===== src/sv/mdd_pkg.sv =====
`timescale 1ns / 1ps
`default_nettype none

package mdd_pkg;

   // width of the drawdown fraction (q0.16)
   localparam int FRAC_BITS = 16;
   localparam logic [FRAC_BITS-1:0] FRACTION_MAX = '1;

   // one quotient bit per divide step
   localparam int DIV_COUNT_BITS = 4;
   localparam logic [DIV_COUNT_BITS-1:0] DIV_LAST = DIV_COUNT_BITS'(FRAC_BITS - 1);

   typedef enum logic [3:0] {
      ST_IDLE   = 4'b0001,
      ST_UPDATE = 4'b0010,
      ST_DIVIDE = 4'b0100,
      ST_OUTPUT = 4'b1000
   } mdd_state_type;

   typedef struct packed {
      logic capture;
      logic update;
      logic div_step;
      logic div_last;
      logic load_out;
   } mdd_cmd_type;

   typedef struct packed {
      logic need_div;
   } mdd_status_type;

endpackage

`default_nettype wire


===== src/sv/mdd_ctrl.sv =====
`timescale 1ns / 1ps
`default_nettype none

module mdd_ctrl (
   input  wire                    clock,
   input  wire                    reset,
   input  wire                    req_tvalid,
   output logic                   req_tready,
   output logic                   rsp_tvalid,
   input  wire                    rsp_tready,
   input  mdd_pkg::mdd_status_type status,
   output mdd_pkg::mdd_cmd_type    cmd
);

   mdd_pkg::mdd_state_type state_ff, state_in;
   logic [mdd_pkg::DIV_COUNT_BITS-1:0] count_ff, count_in;
   logic rsp_valid_ff, rsp_valid_in;

   always_comb begin
      state_in     = state_ff;
      count_in     = count_ff;
      cmd          = '0;
      req_tready   = 1'b0;
      rsp_valid_in = rsp_valid_ff & ~rsp_tready;
      case (state_ff)
         mdd_pkg::ST_IDLE: begin
            req_tready = 1'b1;
            if (req_tvalid) begin
               cmd.capture = 1'b1;
               state_in    = mdd_pkg::ST_UPDATE;
            end
         end
         mdd_pkg::ST_UPDATE: begin
            cmd.update = 1'b1;
            count_in   = '0;
            if (status.need_div) begin
               state_in = mdd_pkg::ST_DIVIDE;
            end else begin
               state_in = mdd_pkg::ST_OUTPUT;
            end
         end
         mdd_pkg::ST_DIVIDE: begin
            cmd.div_step = 1'b1;
            count_in     = count_ff + 1'b1;
            if (count_ff == mdd_pkg::DIV_LAST) begin
               cmd.div_last = 1'b1;
               state_in     = mdd_pkg::ST_OUTPUT;
            end
         end
         mdd_pkg::ST_OUTPUT: begin
            // result slot free, or being emptied this cycle
            if (!rsp_valid_ff || rsp_tready) begin
               cmd.load_out = 1'b1;
               rsp_valid_in = 1'b1;
               state_in     = mdd_pkg::ST_IDLE;
            end
         end
         default: begin
            state_in = mdd_pkg::ST_IDLE;
         end
      endcase
   end

   assign rsp_tvalid = rsp_valid_ff;

   always_ff @(posedge clock) begin
      if (reset) begin
         state_ff     <= mdd_pkg::ST_IDLE;
         count_ff     <= '0;
         rsp_valid_ff <= 1'b0;
      end else begin
         state_ff     <= state_in;
         count_ff     <= count_in;
         rsp_valid_ff <= rsp_valid_in;
      end
   end

endmodule

`default_nettype wire


===== src/sv/mdd_datapath.sv =====
`timescale 1ns / 1ps
`default_nettype none

module mdd_datapath #(
   parameter int VALUE_BITS = 32,
   parameter int INDEX_BITS = 20
) (
   input  wire                              clock,
   input  wire                              reset,
   input  mdd_pkg::mdd_cmd_type              cmd,
   output mdd_pkg::mdd_status_type           status,
   input  wire [VALUE_BITS-1:0]             value_sample,
   input  wire                              start_series,
   output logic [mdd_pkg::FRAC_BITS-1:0]    drawdown_fraction,
   output logic [VALUE_BITS-1:0]            drawdown_amount,
   output logic [INDEX_BITS:0]              drawdown_length,
   output logic [INDEX_BITS-1:0]            peak_position,
   output logic [INDEX_BITS-1:0]            trough_position
);

   // captured request
   logic [VALUE_BITS-1:0] sample_ff;
   logic                  start_ff;

   // tracking state
   logic [VALUE_BITS-1:0] peak_ff, trough_ff, best_drop_ff;
   logic [INDEX_BITS-1:0] peak_idx_ff, position_ff, best_peak_ff, best_trough_ff;
   logic [mdd_pkg::FRAC_BITS-1:0] best_frac_ff;

   // divider
   logic [VALUE_BITS-1:0]         rem_ff, rem_in, gap;
   logic [mdd_pkg::FRAC_BITS-1:0] quot_ff, quot_in;

   // result register
   logic [mdd_pkg::FRAC_BITS-1:0] out_frac_ff;
   logic [VALUE_BITS-1:0]         out_amount_ff;
   logic [INDEX_BITS:0]           out_length_ff;
   logic [INDEX_BITS-1:0]         out_peak_ff, out_trough_ff;

   logic [VALUE_BITS-1:0] drop;
   logic                  rise, new_best;
   logic [INDEX_BITS-1:0] span;

   assign drop     = peak_ff - sample_ff;
   assign rise     = sample_ff > peak_ff;
   assign new_best = !start_ff && !rise && (sample_ff < trough_ff) && (drop > best_drop_ff);
   // a trough of zero means the drop equals the peak: saturated, no divide
   assign status.need_div = new_best && (sample_ff != '0);

   assign gap = peak_ff - rem_ff;
   always_comb begin
      if (rem_ff >= gap) begin
         rem_in  = rem_ff - gap;
         quot_in = {quot_ff[mdd_pkg::FRAC_BITS-2:0], 1'b1};
      end else begin
         rem_in  = {rem_ff[VALUE_BITS-2:0], 1'b0};
         quot_in = {quot_ff[mdd_pkg::FRAC_BITS-2:0], 1'b0};
      end
   end

   assign span = best_trough_ff - best_peak_ff;

   always_ff @(posedge clock) begin
      if (cmd.capture) begin
         sample_ff <= value_sample;
         start_ff  <= start_series;
      end
      if (cmd.update) begin
         rem_ff  <= drop;
         quot_ff <= '0;
      end else if (cmd.div_step) begin
         rem_ff  <= rem_in;
         quot_ff <= quot_in;
      end
      if (cmd.load_out) begin
         out_frac_ff   <= best_frac_ff;
         out_amount_ff <= best_drop_ff;
         out_length_ff <= {1'b0, span} + 1'b1;
         out_peak_ff   <= best_peak_ff;
         out_trough_ff <= best_trough_ff;
      end
   end

   always_ff @(posedge clock) begin
      if (reset) begin
         peak_ff        <= '0;
         trough_ff      <= '0;
         peak_idx_ff    <= '0;
         position_ff    <= '0;
         best_drop_ff   <= '0;
         best_peak_ff   <= '0;
         best_trough_ff <= '0;
         best_frac_ff   <= '0;
      end else if (cmd.update) begin
         if (start_ff) begin
            peak_ff        <= sample_ff;
            trough_ff      <= sample_ff;
            peak_idx_ff    <= '0;
            position_ff    <= INDEX_BITS'(1);
            best_drop_ff   <= '0;
            best_peak_ff   <= '0;
            best_trough_ff <= '0;
            best_frac_ff   <= '0;
         end else begin
            position_ff <= position_ff + 1'b1;
            if (rise) begin
               peak_ff     <= sample_ff;
               trough_ff   <= sample_ff;
               peak_idx_ff <= position_ff;
            end else if (new_best) begin
               trough_ff      <= sample_ff;
               best_drop_ff   <= drop;
               best_peak_ff   <= peak_idx_ff;
               best_trough_ff <= position_ff;
               if (sample_ff == '0) begin
                  best_frac_ff <= mdd_pkg::FRACTION_MAX;
               end
            end
         end
      end else if (cmd.div_last) begin
         best_frac_ff <= quot_in;
      end
   end

   assign drawdown_fraction = out_frac_ff;
   assign drawdown_amount   = out_amount_ff;
   assign drawdown_length   = out_length_ff;
   assign peak_position     = out_peak_ff;
   assign trough_position   = out_trough_ff;

endmodule

`default_nettype wire


===== src/sv/max_drawdown_tracker.sv =====
`timescale 1ns / 1ps
`default_nettype none

// maximum drawdown tracker: each request carries one unsigned q16.16 portfolio
// value (req_tdata) and a series-start flag (req_tuser); each request gives
// exactly one response with the best peak-to-trough drop so far, that drop as a
// q0.16 fraction of its peak (saturating at all ones), its length and the
// sample positions of its peak and trough. one request is handled at a time:
// a request with no new best drawdown, or a new best whose trough is zero,
// goes from the update straight to the output load; any other new best passes
// through the radix-2 restoring divider, which retires one quotient bit per
// cycle. the load waits while an earlier response is still not taken. the
// controller is back in idle the cycle after the load. the response sits
// in its own register, so the next request is taken while a response waits.

module max_drawdown_tracker #(
   parameter int VALUE_BITS = 32,
   parameter int INDEX_BITS = 20
) (
   input  wire  clock,
   input  wire  reset,
   // request channel
   input  wire                          req_tvalid,
   output logic                         req_tready,
   // value_sample
   input  wire  [((VALUE_BITS+7)/8)*8-1:0] req_tdata,
   // start_series
   input  wire  [0:0]                   req_tuser,
   // response channel
   output logic                         rsp_tvalid,
   input  wire                          rsp_tready,
   // drawdown_fraction, drawdown_amount, drawdown_length, peak_position,
   // trough_position, zero padded to whole bytes
   output logic [((mdd_pkg::FRAC_BITS+VALUE_BITS+3*INDEX_BITS+1+7)/8)*8-1:0] rsp_tdata
);

   localparam int RSP_FIELD_BITS = mdd_pkg::FRAC_BITS + VALUE_BITS + 3*INDEX_BITS + 1;
   localparam int RSP_DATA_BITS  = ((RSP_FIELD_BITS + 7) / 8) * 8;

   mdd_pkg::mdd_cmd_type    cmd;
   mdd_pkg::mdd_status_type status;

   logic [mdd_pkg::FRAC_BITS-1:0] drawdown_fraction;
   logic [VALUE_BITS-1:0]         drawdown_amount;
   logic [INDEX_BITS:0]           drawdown_length;
   logic [INDEX_BITS-1:0]         peak_position;
   logic [INDEX_BITS-1:0]         trough_position;

   // sequencer: accept, update, divide, load response
   mdd_ctrl u_ctrl (
      .clock      (clock),
      .reset      (reset),
      .req_tvalid (req_tvalid),
      .req_tready (req_tready),
      .rsp_tvalid (rsp_tvalid),
      .rsp_tready (rsp_tready),
      .status     (status),
      .cmd        (cmd)
   );

   // tracking registers, divider and response register
   mdd_datapath #(
      .VALUE_BITS (VALUE_BITS),
      .INDEX_BITS (INDEX_BITS)
   ) u_datapath (
      .clock             (clock),
      .reset             (reset),
      .cmd               (cmd),
      .status            (status),
      .value_sample      (req_tdata[VALUE_BITS-1:0]),
      .start_series      (req_tuser[0]),
      .drawdown_fraction (drawdown_fraction),
      .drawdown_amount   (drawdown_amount),
      .drawdown_length   (drawdown_length),
      .peak_position     (peak_position),
      .trough_position   (trough_position)
   );

   // first field in the lowest bits, zero fill above
   assign rsp_tdata = RSP_DATA_BITS'({trough_position, peak_position, drawdown_length,
                                      drawdown_amount, drawdown_fraction});

endmodule

`default_nettype wire


===== config.mk =====
export PLATFORM = sky130hd
export DESIGN_NAME = max_drawdown_tracker
export DESIGN_NICKNAME = d
export VERILOG_FILES = /design/src/sv/mdd_pkg.sv /design/src/sv/mdd_ctrl.sv /design/src/sv/mdd_datapath.sv /design/src/sv/max_drawdown_tracker.sv
export SDC_FILE = /design/constraint.sdc
export NUM_CORES = 1
export LEC_CHECK = 0
export ABC_CLOCK_PERIOD_IN_PS = 7000
export BUFFER_PORTS_ARGS = -buffer_cell sky130_fd_sc_hd__clkbuf_2
export CAP_MARGIN = 20
export CORE_UTILIZATION = 45
export DETAILED_ROUTE_END_ITERATION = 8
export PLACE_DENSITY = 0.7
export SKIP_CTS_REPAIR_TIMING = 1
export SLEW_MARGIN = 20
export SYNTH_ARGS = -nofsm -noshare
export SYNTH_HDL_FRONTEND = slang
export SYNTH_HIERARCHICAL = 1
export SYNTH_SLANG_ARGS = --single-unit

===== constraint.sdc =====
create_clock -name clock -period 7 [get_ports clock]
set_clock_uncertainty 0.15 [all_clocks]
set_input_delay 1.05 -clock clock [delete_from_list [all_inputs] [get_ports clock]]
set_output_delay 1.05 -clock clock [all_outputs]
set_load 0.02 [all_outputs]

# == Word level (Yosys, flattened, before mapping) ==
# Cells that the tools add are included.
# classes
n_addsub,7
n_lt_le_gt_ge,4
n_eq_ne,12
n_mux,43
bitwise,2
n_reduce_logical,21
# op_table
cell,count
$mux 32,11
$mux 20,9
$mux 16,6
$sub 32x32->32,3
$gt 32x32->1,2
$ge 32x32->1,1
$logic_not 32->1,1
$lt 32x32->1,1
$reduce_bool 32->1,1
$add 20x1->21 const B,1
$add 20x1->20 const B,1
$sub 20x20->20,1
$mux 4,4
$pmux 4 s4,1
$mux 1,10
$reduce_bool 2->1,5
$eq 4x4->1 const B,2
$pmux 4 s2,1
$ne 2x1->1 const B,3
$ne 3x1->1 const B,2
$reduce_and 3->1,2
$add 4x1->4 const B,1
$eq 4x1->1 const B,1
$eq 4x2->1 const B,1
other kinds (12),18
# word_totals
ff_bits,390
input_bits,37
output_inout_bits,114
elab_cells,109

# == Depth between registers and ports, before layout ==
# depth
depth_word,9
depth_mapped,26
ltp_nobuf,25

# == By module ==
# Netlist, hierarchy kept.
# by_module_without_submodules
mod,n_inst,cells_per_inst,area_each_um2,seq_area_each_um2
mdd_datapath,1,2219,21827.2,9369.0
mdd_ctrl,1,70,555.5,180.2
max_drawdown_tracker,1,4,26.3,0.0

# == Worst setup path before layout ==
# OpenSTA, ideal clock, no wires.
# synth_timing
path_kind,reg2reg
startpoint,reg u_datapath.rem_ff[0]
endpoint,"reg u_datapath.rem_ff[18], data pin"
setup_ps,260
t_arrival_ps,5317
t_required_ps,6590
slack_ps,1273
path_stages_with_launch,25
n_path_buf,3
period_less_slack_ps,5727
cell_sequence,edfxtp_1 ha_1 inv_1 fa_1 a21oi_1 o221ai_1 a31o_2 a311o_1 a31oi_1 a21oi_1 a211o_1 a211o_1 nand2_1 ha_1 clkbuf_1 nand4_1 nor2_1 a21o_1 a221o_1 a2111oi_0 a21o_1 buf_2 buf_2 o21ai_0 mux2_2
# synth_between
elab_chain_len,5
elab_cells_between_ends,6
classes_between,2 x add/sub; 1 x order compare; 3 x mux
# synth_lines
item,line,rtl
from (decl),mdd_datapath.sv:31,"logic [VALUE_BITS-1:0] rem_ff, rem_in, gap;"
from (signal assigned),mdd_datapath.sv:69,rem_ff <= drop;
from (signal assigned),mdd_datapath.sv:72,rem_ff <= rem_in;
$sub 32x32->32,mdd_datapath.sv:50,assign gap = peak_ff - rem_ff;
$sub 32x32->32 / $ge 32x32->1 (equally long branches),"mdd_datapath.sv:53, mdd_datapath.sv:52",
$mux 32 *,mdd_datapath.sv:52,if (rem_ff >= gap) begin
$mux 32 *,mdd_datapath.sv:71,end else if (cmd.div_step) begin
$mux 32 *,mdd_datapath.sv:68,if (cmd.update) begin
# Every way passes the cells marked *; elsewhere a longest branch is shown, timed or not. The select of a mux whose other input is x is not followed.
# A chain may end at the register's enable or synchronous reset.

# == Worst setup path after layout ==
# layout_timing
startpoint,reg u_datapath.rem_ff[0]
endpoint,"reg u_datapath.rem_ff[19], data pin"
# The elaborated chain is that of the path after synthesis.

==> impl_metrics.json <==
{
  "start_util": 0.457,
  "clock_path_buffers": 3,
  "drtIter0Drc": 1338,
  "synthCells": 2293,
  "end_kind": "flop",
  "core_um2": 49100,
  "clock_sink_count": 390,
  "drc": 0,
  "cellPowerDensity_nw_per_um2": 218,
  "met3_usage": 0.0353,
  "min_period_ps": 6420,
  "min_path_type": "reg2reg",
  "crit_buf_inv": 2,
  "grt_pass1_wl_mm": 87.7,
  "cts_root_buf": "clkbuf_16",
  "route.vias.total": 17454,
  "grt-busiest-layer": "met2",
  "start_kind": "flop",
  "cts_tree": "yes",
  "slowest_delay_ps": 460,
  "async_flop_share": 0,
  "slew_violations": 0,
  "grt_max_degree": 108,
  "register_area_um2": 9550,
  "power.total_uw": 5480,
  "synth-edff-count": 174,
  "setup_viol": 0,
  "holdWs_ps": 304,
  "final_cell_mix": "dfxtp_1, inv_1, ha_1",
  "ir_drop_uv": 195,
  "crit_family": "compound AO/OA/AOI/OAI gates",
  "final_common_cell": "dfxtp_1",
  "clk_latency_ps": 580,
  "worstPathRequired_ps": 7250,
  "ios": 151,
  "place_ws_ps": 651,
  "use_met2": 0.360,
  "fin_tns_setup_ps": 0,
  "wirelength_mm": 55.2,
  "synthesis.area_um2": 22400,
  "cp.arrival_ps": 6670,
  "finalHoldViolCount": 0,
  "grt-ovfl-total": 0,
  "std_cell_rows": 81,
  "crit_chain": "ha_1 > inv_1 > fa_1 > a21oi_1 > o221ai_1 > a31o_2 > a311o_1 > a31oi_1 > a21oi_1 > o21ai_0 > a21boi_0 > o21ai_0 > ha_1 > nand2_1 > nor2_1 > a21o_1 > a221o_1 > a2111oi_0 > a21o_1 > buf_12 > nor3b_1 > mux2_2 > a311oi_1",
  "slew_headroom": 0.283,
  "grtUsageMet1": 0.282,
  "grt_pass1_vias": 16852,
  "die_w_um": 225,
  "vias_per_cell": 5.61,
  "antenna_found_initial": 1,
  "worst_pin_slew_ps": 1080,
  "drt-pass1-iter-count": 6,
  "yosysSeqAreaShare": 0.426,
  "cp_max_fo": 45,
  "syn_area_per_cell_um2": 9.77,
  "ant_nets": 0,
  "yosys_warnings": 6,
  "outcome": "completed",
  "synth_ff_type": "dfxtp_1",
  "gp_congestion": 0.973,
  "io_buffers": 147,
  "n_fill_cell": 4429,
  "h-tree-depth": 2,
  "syn2layout_area_growth_pct": 12.5,
  "die_h_um": 225,
  "rsz0062_at_grt": "no",
  "cts.clk_slew.worst_paths_ps": 60,
  "synth-seq-cells": 390,
  "synthDistinctLibCells": 86,
  "dp_hpwl_mm": 40.9,
  "nets": 2633,
  "p_leak_uw": 0.0106,
  "fmax_mhz": 156,
  "cts_buffers": 44,
  "crit_path_top_delay_cell": "o21ai_0",
  "path_class": "reg2reg",
  "die_area_um2": 50700,
  "min_period_over_period": 0.918,
  "gr-usage-all-layers": 0.217,
  "wl_per_cell_um": 17.7,
  "timing.final.ws_setup_ps": 576,
  "drive_above_1_share": 0.113,
  "antenna_cells": 0,
  "multi_input_area_um2": 11700,
  "cap_violations": 0
}
==> registers in the layout (all words and copies together), names as in the netlist, 15 cells and up <==
| name | cells |
|---|---|
| u_datapath/best_drop_ff | 32 |
| u_datapath/drawdown_amount | 32 |
| u_datapath/peak_ff | 32 |
| u_datapath/rem_ff | 32 |
| u_datapath/sample_ff | 32 |
| u_datapath/trough_ff | 32 |
| u_datapath/drawdown_length | 21 |
| u_datapath/best_peak_ff | 20 |
| u_datapath/best_trough_ff | 20 |
| u_datapath/peak_idx_ff | 20 |
| u_datapath/peak_position | 20 |
| u_datapath/position_ff | 20 |
| u_datapath/trough_position | 20 |
| u_datapath/best_frac_ff | 16 |
| u_datapath/drawdown_fraction | 16 |
| u_datapath/quot_ff | 15 |
==> per-stage QoR <==
step           std cells  instance area (um^2)  utilization
3_5_place_dp        3030                 23700        0.483
6_report            3112                 25200        0.514
3_3_place_gp        3030                 23700        0.483
4_1_cts             3112                 25200        0.514
2_1_floorplan       2295                 22400            -
5_1_grt             3112                 25200        0.514
==> cells in the mapped netlist, drive strengths merged, types with 54 or more instances <==
library cell | instances | area share
o21ai | 106 | 0.024
inv | 181 | 0.030
a21oi | 156 | 0.035
xnor2 | 56 | 0.022
mux2i | 90 | 0.040
nor2 | 145 | 0.024
ha | 180 | 0.10
nand2b | 117 | 0.033
clkbuf | 55 | 0.0092
edfxtp | 174 | 0.23
a22o | 88 | 0.034
a21o | 97 | 0.032
dfxtp | 216 | 0.19
nand2 | 97 | 0.016
nor3 | 54 | 0.012
==> final timing paths <==
| check | start | end | slack (ps) | cells after the start |
|---|---|---|---|---|
| hold / removal | u_datapath/best_drop_ff[2] | u_datapath/drawdown_amount[2] | 300 | 0 |
| hold reg to reg | u_datapath/best_drop_ff[2] | u_datapath/drawdown_amount[2] | 300 | 0 |
| setup / recovery | u_datapath/rem_ff[0] | u_datapath/rem_ff[19] | 580 | 23 |
| setup reg to reg | u_datapath/rem_ff[0] | u_datapath/rem_ff[19] | 580 | 23 |
==> layer usage <==
metal  routed length (um)  up-vias
met1                24900     8176
met5                   13        -
met2                25200      558
li1                     -     8602
met4                 1840        2
met3                 3280      116
==> cells by family (layout without fill, tap and decap cells) <==
kind of cell	count (synthesis)	in the layout	share of synthesized area
AO/OA/AOI/OAI	637	637	0.194
other	1	3	0.000167
AND/OR/NAND/NOR	606	606	0.141
XOR/XNOR	106	106	0.0414
multiplexers	93	93	0.0417
adder cells (fa/ha/maj)	184	184	0.104
flip-flops	390	390	0.426
buffers and inverters	276	429	0.0517
==> layout make-up <==
| type | count | share of cell area |
|---|---|---|
| Clock buffer | 62 | 0.0529 |
| Clock inverter | 20 | 0.00650 |
| Inverter | 182 | 0.0271 |
| Multi-Input combinational cell | 1629 | 0.466 |
| Sequential cell | 390 | 0.379 |
| Tap cell | 664 | 0.0330 |
| Timing Repair Buffer | 165 | 0.0357 |
==> power by group <==
| part | internal [uW] | leakage, uW | switching, uW | total, uW |
|---|---|---|---|---|
| sequential | 2420 | 0.00339 | 44.2 | 2460 |
| combinational | 273 | 0.00648 | 413 | 686 |
| clock | 1350 | 0.000733 | 983 | 2330 |
No activity file was read; power rests on OpenSTA's default activity.
